**src/rtl/core/pfe_pkg.sv**
```systemverilog
package pfe_pkg;

  // Fixed field widths and fixed-point formats.
  localparam int unsigned FEAT_W     = 24;
  localparam int unsigned VAL_W      = 48;
  localparam int unsigned IDX_W      = 6;
  localparam int unsigned X_FRAC     = 16;
  localparam int unsigned VAL_FRAC   = 24;
  localparam int unsigned LIN_SHIFT  = VAL_FRAC - X_FRAC;
  localparam int unsigned FIELD_NUM  = 5;
  localparam int unsigned OUT_LIMIT  = 55;

  // Configuration port.
  localparam int unsigned CFG_IDX_W  = 2;
  localparam int unsigned CFG_DATA_W = 6;
  localparam int unsigned DEG_W      = 2;
  localparam int unsigned CNT_W      = 6;

  typedef enum logic [CFG_IDX_W-1:0] {
    CFG_DEGREE        = 2'd0,
    CFG_FEATURE_COUNT = 2'd1,
    CFG_WITH_DERIV    = 2'd2
  } cfg_reg_e;

  typedef logic signed [FEAT_W-1:0] feat_t;
  typedef logic signed [VAL_W-1:0]  val_t;

  localparam val_t VAL_MAX = {1'b0, {(VAL_W-1){1'b1}}};
  localparam val_t VAL_MIN = {1'b1, {(VAL_W-1){1'b0}}};
  localparam val_t ONE_Q24 = val_t'(1) <<< VAL_FRAC;

  // Request from the sequencer to the shared multiply unit.
  typedef struct packed {
    logic go;
    logic add_en;
  } mul_req_t;

endpackage

```
**src/rtl/core/pfe_mul_unit.sv**
```systemverilog
module pfe_mul_unit (
  input  logic             clk_i,
  input  logic             rst_ni,
  input  pfe_pkg::mul_req_t req_i,
  input  pfe_pkg::val_t    t_i,
  input  pfe_pkg::feat_t   x_i,
  input  pfe_pkg::val_t    addend_i,
  output logic             done_o,
  output pfe_pkg::val_t    result_o
);
  import pfe_pkg::*;

  typedef enum logic [2:0] {
    M_IDLE,
    M_LO,
    M_HI,
    M_SUM,
    M_SAT,
    M_ADD
  } mul_state_e;

  localparam int unsigned HALF_W = VAL_W / 2;
  localparam int unsigned PP_W   = HALF_W + FEAT_W;
  localparam int unsigned HI_SH  = HALF_W - X_FRAC;
  localparam int unsigned Q_W    = PP_W + HI_SH + 1;
  localparam logic [Q_W-1:0] RND     = Q_W'(1) << (X_FRAC - 1);
  localparam logic [Q_W-1:0] NEG_LIM = Q_W'(1) << (VAL_W - 1);
  localparam logic [Q_W-1:0] POS_LIM = NEG_LIM - Q_W'(1);

  mul_state_e         state_q;
  logic               neg_q;
  logic               add_en_q;
  logic [VAL_W-1:0]   mt_q;
  logic [FEAT_W-1:0]  mx_q;
  val_t               addend_q;
  logic [PP_W-1:0]    pp_lo_q;
  logic [PP_W-1:0]    pp_hi_q;
  logic [Q_W-1:0]     q_q;
  val_t               prod_q;
  val_t               res_q;
  logic               done_q;

  logic [VAL_W-1:0]   t_mag;
  logic [FEAT_W-1:0]  x_mag;
  logic [HALF_W-1:0]  mul_a;
  logic [PP_W-1:0]    mul_p;
  logic [Q_W-1:0]     q_sum;
  val_t               sat_prod;
  logic signed [VAL_W:0] add_sum;
  val_t               sat_sum;

  // Operands are taken apart into sign and magnitude.
  assign t_mag = t_i[VAL_W-1] ? VAL_W'(-t_i) : VAL_W'(t_i);
  assign x_mag = x_i[FEAT_W-1] ? FEAT_W'(-x_i) : FEAT_W'(x_i);

  // The one multiplier: low half of the term first, then the high half.
  assign mul_a = (state_q == M_LO) ? mt_q[HALF_W-1:0] : mt_q[VAL_W-1:HALF_W];
  assign mul_p = PP_W'(mul_a) * PP_W'(mx_q);

  // Recombine the partial products with rounding half away from zero.
  assign q_sum = (Q_W'(pp_hi_q) << HI_SH) + ((Q_W'(pp_lo_q) + RND) >> X_FRAC);

  // Restore the sign and saturate to the 48-bit range.
  always_comb begin
    if (neg_q) begin
      sat_prod = (q_q > NEG_LIM) ? VAL_MIN : val_t'(-q_q[VAL_W-1:0]);
    end else begin
      sat_prod = (q_q > POS_LIM) ? VAL_MAX : val_t'(q_q[VAL_W-1:0]);
    end
  end

  // Product-rule addition with saturation.
  assign add_sum = {prod_q[VAL_W-1], prod_q} + {addend_q[VAL_W-1], addend_q};
  always_comb begin
    if (add_sum[VAL_W] != add_sum[VAL_W-1]) begin
      sat_sum = add_sum[VAL_W] ? VAL_MIN : VAL_MAX;
    end else begin
      sat_sum = add_sum[VAL_W-1:0];
    end
  end

  // Sequencing of one operation.
  always_ff @(posedge clk_i or negedge rst_ni) begin
    if (!rst_ni) begin
      state_q  <= M_IDLE;
      neg_q    <= 1'b0;
      add_en_q <= 1'b0;
      mt_q     <= '0;
      mx_q     <= '0;
      addend_q <= '0;
      pp_lo_q  <= '0;
      pp_hi_q  <= '0;
      q_q      <= '0;
      prod_q   <= '0;
      res_q    <= '0;
      done_q   <= 1'b0;
    end else begin
      done_q <= 1'b0;
      unique case (state_q)
        M_IDLE: begin
          if (req_i.go) begin
            neg_q    <= t_i[VAL_W-1] ^ x_i[FEAT_W-1];
            add_en_q <= req_i.add_en;
            mt_q     <= t_mag;
            mx_q     <= x_mag;
            addend_q <= addend_i;
            state_q  <= M_LO;
          end
        end
        M_LO: begin
          pp_lo_q <= mul_p;
          state_q <= M_HI;
        end
        M_HI: begin
          pp_hi_q <= mul_p;
          state_q <= M_SUM;
        end
        M_SUM: begin
          q_q     <= q_sum;
          state_q <= M_SAT;
        end
        M_SAT: begin
          if (add_en_q) begin
            prod_q  <= sat_prod;
            state_q <= M_ADD;
          end else begin
            res_q   <= sat_prod;
            done_q  <= 1'b1;
            state_q <= M_IDLE;
          end
        end
        M_ADD: begin
          res_q   <= sat_sum;
          done_q  <= 1'b1;
          state_q <= M_IDLE;
        end
        default: state_q <= M_IDLE;
      endcase
    end
  end

  assign done_o   = done_q;
  assign result_o = res_q;

endmodule
```
**config.mk**
```make
export PLATFORM = sky130hd
export DESIGN_NAME = pfe_mul_unit
export DESIGN_NICKNAME = d
export VERILOG_FILES = /design/src/rtl/core/pfe_pkg.sv /design/src/rtl/core/pfe_mul_unit.sv
export SDC_FILE = /design/constraint.sdc
export NUM_CORES = 2
export LEC_CHECK = 0
export BUFFER_PORTS_ARGS = -buffer_cell sky130_fd_sc_hd__buf_2
export CORE_MARGIN = 1
export CORE_UTILIZATION = 65
export DETAILED_ROUTE_END_ITERATION = 8
export GPL_ROUTABILITY_DRIVEN = 1
export PLACE_DENSITY = 0.83
export SYNTH_ARGS = -nofsm -noshare
export SYNTH_HDL_FRONTEND = slang
export SYNTH_SLANG_ARGS = --single-unit
```
**constraint.sdc**
```tcl
create_clock -name clk_i -period 9.9 [get_ports clk_i]
set_clock_uncertainty 0.05 [all_clocks]
set_input_delay 0.99 -clock clk_i [delete_from_list [all_inputs] [get_ports clk_i]]
set_output_delay 0.99 -clock clk_i [all_outputs]
set_load 0.01 [all_outputs]
```
======== Word level (Yosys, flattened, before mapping) ========
Cells that the tools add are included.
storage, ports and cells
  flip-flop bits (word level) ............. 375
  bits of input ports ..................... 124
  word-level logic and storage cells ...... 50
operators by class
  mux-type cells .......................... 15
  add/sub/neg operators ................... 6
  order comparisons ....................... 2
  equality and inequality tests ........... 8
  bitwise operators ....................... 1
  multiply operators ...................... 1
  reductions and logical operators ........ 5
operators with widths
  operator                                                                            count
  48-bit 2-to-1 mux                                                                   7
  48-bit negator                                                                      2
  48-bit one-hot mux with 2 select lines                                              1
  56-bit by 33-bit adder with 57-bit output                                           1
  57-bit by 47-bit greater-than comparator with 1-bit output (second input constant)  1
  57-bit by 48-bit greater-than comparator with 1-bit output (second input constant)  1
  48-bit by 16-bit adder with 49-bit output (second input constant)                   1
  48-bit by 48-bit adder with 49-bit output                                           1
  24-bit by 24-bit multiplier with 48-bit output                                      1
  24-bit 2-to-1 mux                                                                   2
  24-bit negator                                                                      1
  3-bit one-hot mux with 5 select lines                                               1
  3-bit by 2-bit equality test with 1-bit output (second input constant)              2
  3-bit equality test (second input constant)                                         2
  3-bit 2-to-1 mux                                                                    2
  2-bit AND reduction                                                                 3
  2-bit != test (second input constant)                                               2
  3-bit by 1-bit equality test with 1-bit output (second input constant)              1
  3-bit logical NOT                                                                   1
  1-bit one-hot mux with 2 select lines                                               1
  2-bit nonzero test                                                                  1
  1-bit 2-to-1 mux                                                                    1
  1-bit != test                                                                       1
  1-bit XOR                                                                           1

======== Depth between registers and ports, before layout ========
  depth in word-level cells ............... 5
  mapped depth ............................ 34

======== Worst setup path before layout ========
No wires, ideal clock.
  path kind ............................... reg-to-reg
  start ................................... reg state_q[1]
  end ..................................... reg pp_hi_q[36]
  arrival time ............................ 8.138 ns
  required time ........................... 9.781 ns
  period minus slack after synthesis ...... 8.257 ns
  library setup time ...................... 0.069 ns
  stages on the path, launching flop included .. 33
  slack ................................... 1.643 ns
  path through ............................ dfrtp_1 -> clkbuf_1 -> nor2_1 -> and2_1 -> clkbuf_1 -> buf_1 -> nand2_1 -> nand2_1 -> clkbuf_1 -> nand2_1 -> fa_1 -> inv_1 -> fa_1 -> inv_1 -> fa_1 -> fa_1 -> inv_1 -> fa_1 -> fa_1 -> inv_1 -> fa_1 -> inv_1 -> ha_1 -> a21o_1 -> a21o_1 -> a21o_1 -> a211oi_1 -> a21boi_0 -> o21ai_0 -> a21oi_1 -> o221ai_1 -> or4_1 -> nand3_1
between the ends
  word-level cells in the longest chain between the ends .. 3
  elaborated cells on any way between the ends .. 4
ends and longest elaborated chain
  what                                            line                 source
  from (decl)                                     pfe_mul_unit.sv:30   mul_state_e state_q;
  from (signal assigned)                          pfe_mul_unit.sv:85   state_q <= M_IDLE;
  from (signal assigned)                          pfe_mul_unit.sv:107  state_q <= M_LO;
  from (signal assigned)                          pfe_mul_unit.sv:112  state_q <= M_HI;
  3-bit by 1-bit equality test with 1-bit output  pfe_mul_unit.sv:57   assign mul_a = (state_q == M_LO) ? mt_q[HALF_W-1:0] : mt_q[VAL_W-1:HALF_W];
  24-bit 2-to-1 mux                               pfe_mul_unit.sv:57
  24-bit by 24-bit multiplier with 48-bit output  pfe_mul_unit.sv:58   assign mul_p = PP_W'(mul_a) * PP_W'(mx_q);
  to (signal assigned)                            pfe_mul_unit.sv:115  pp_hi_q <= mul_p;
  to (decl)                                       pfe_mul_unit.sv:37   logic [PP_W-1:0] pp_hi_q;
Parallel ways exist; a longest one is shown, timed or not.
A chain may end at the register's enable or synchronous reset.

======== Final worst setup path ========
Ends and elaborated chain as after synthesis.

==> results.toml <==
[floorplanning]
start_util_pct = 65.90
core_area_sq_mm = 0.06183
ios = 173
rows = 91
die_y_microns = 252.4
die_area_sq_mm = 0.06369
die_x_microns = 252.4

[logic_synthesis]
synth_fp_nets = 5546
synth_edf_count = 0
synth-seq-area-share_pct = 22.11
ys_async_sr_fraction_pct = 100.0
yosysUniqueCellTypes = 84
synthesis.area_sq_mm = 0.04074
ys.flop_type = "dfrtp_1"
synth_cells = 4686
synth-seq-cells = 360
ys_warn_count = 0
avgSynthCellArea_sq_um = 8.695

[cts]
cts-buffers-inserted = 42
postCtsSetupRepairBufs = 0
htreeDepth = 2
clkSinkCount = 360
cts_hold_buf = 0
cts_tree = "done"
cts_resized = 0
clock_latency_ns = 0.60
clk_pin_slew_ns = 0.06
cts.path.max_buffers = 3
cts_root_buf = "clkbuf_16"

[timing]
fmax_mhz = 111.1
period_minus_slack_ns = 9.002
hold_viol = 0
tightest_slew_ns = 1.240
setup_viol = 0
rsz0062_at_grt = "false"
period_share_pct = 90.93
final_max_slew_viol_count = 0
max_slew_margin_pct = 16.25
setup_ws_ns = 0.8976
final.setup.tns_ns = 0

[setup_path]
worstPathMaxFanout = 29
path_class = "reg -> reg"
cp_slowest_cell = "fa_1"
worstPathArrival_ns = 9.48
max_stage_delay_ns = 0.58
cp.required_ns = 10.38
cpMostUsedCell = "fa_1"
crit_path_end_kind = "flip-flop"
cp-start-kind = "flip-flop"
r2r_start = "state_q[1]"
crit_start = "state_q[1]"

[cells_and_area]
drive_above_1_share_pct = 8.393
nets = 5582
layout_common_cells = "nand2_1 (711), inv_1 (616), fa_1 (484)"
area_growth_pct = 7.293
final_common_cell = "nand2_1"

[placement]
portBuffers = 172
dp_slack_ns = 0.9713
place_hpwl_microns = 89800
place_congestion = 0.9621

[flow_run]
drv_cap = 0

[route]
drt_iter0_drc = 3238
drtAntennaViolNets = 0
avgRoutedWirePerCell_microns = 20.38
first_pass_iters = 6
wl_microns = 114000
vias_per_cell = 6.063
vias = 33911
drt_drc_violations_left = 0

[status]
status = "complete, no violations"

[global_route]
grt_overflow = 0
grt_pass1_wl_microns = 181900
grtUsageTotal_pct = 36.53
grt_antenna_before_repair = 2
grt_pass1_vias = 33640
grt_max_degree = 187

[min_path]
hold_class = "in -> async"
## through the flow
stage	instance area, sq um	utilization [%]	hold WS (ns)	std cells
2_1_floorplan	40740	-	0.3928	4686
3_3_place_gp	42200	68.26	0.4086	5515
3_5_place_dp	42200	68.26	0.4188	5515
4_1_cts	43710	70.70	0.3762	5591
5_1_grt	43710	70.71	0.4148	5593
6_report	43710	70.71	0.3683	5593
## cell usage after synthesis (47+ instances only)
| cell | number | area share [%] |
|---|---|---|
| ha_1 | 252 | 7.7 |
| xnor2_1 | 106 | 2.3 |
| nand3_1 | 49 | 0.60 |
| nand2_1 | 713 | 6.6 |
| nor3_1 | 58 | 0.71 |
| mux2_2 | 55 | 1.5 |
| xor2_1 | 113 | 2.4 |
| nor2_1 | 196 | 1.8 |
| o31ai_1 | 47 | 0.87 |
| o21ai_0 | 288 | 3.5 |
| clkbuf_1 | 224 | 2.1 |
| inv_1 | 616 | 5.7 |
| a21o_1 | 67 | 1.2 |
| dfrtp_1 | 360 | 22 |
| and2_1 | 313 | 4.8 |
| fa_1 | 484 | 24 |
| a21oi_1 | 237 | 2.9 |
## critical path: cells and delay by family (launching register included)
family,cells,cell delay (ns)
AND/OR/NAND/NOR,9,2.18
buffers and inverters,6,0.71
flip-flops,1,0.46
AO/OA/AOI/OAI,6,1.70
adder cells (fa/ha/maj),8,3.84
## final timing paths
kind,end,slack (ns),depth (start not counted)
min in group clk_i,prod_q[28],0.44,2
worst min-delay path,prod_q[34],0.37,1
max in group asynchronous,pp_hi_q[11],7.27,3
worst min register to register,prod_q[28],0.44,2
worst max-delay path,pp_hi_q[36],0.90,29
worst max register to register,pp_hi_q[36],0.90,29
## flip-flops by register name, indices dropped and copies added, names as in the netlist
| name | flops |
|---|---|
| q_q | 57 |
| result_o | 48 |
| neg_q | 1 |
| addend_q | 48 |
| mx_q | 24 |
| done_o | 1 |
| add_en_q | 1 |
| pp_lo_q | 33 |
| state_q | 3 |
| prod_q | 48 |
| pp_hi_q | 48 |
| mt_q | 48 |
## cell type report
class	instances	area, sq um
clock buffer	52	1139
inverter	617	2316
sequential	360	9009
multi-input combinational	3467	28480
fill	4721	18110
antenna	2	5.005
timing repair buffer	234	1349
clock inverter	24	366.6
tap	837	1047
## logic make-up (layout without fill, tap and decap cells)
family                     after synthesis  in the layout  synth area share [%]
other                                    0              2                     0
and+or+nand+nor                       1561           1561                 18.41
DFF                                    360            360                 22.11
buffers and inverters                  859            927                 8.018
AOI/OAI and AO/OA                      890            890                 13.57
muxes                                   60             60                 1.643
adders and majority gates              737            737                 31.54
xor gates and xnor gates               219            219                 4.708
## metal layers
| layer | track usage, % | vias up | wire length (microns) |
|---|---|---|---|
| li1 | - | 15330 | - |
| met1 | 47.54 | 16679 | 44790 |
| met2 | 58.46 | 1606 | 52490 |
| met3 | 7.034 | 296 | 10130 |
| met4 | 18.63 | 0 | 6557 |
| met5 | 0 | - | 0 |
Power is left out: the tool's default activity adds up to more than one toggle a clock period on the data nets, which glitch-free logic cannot reach.
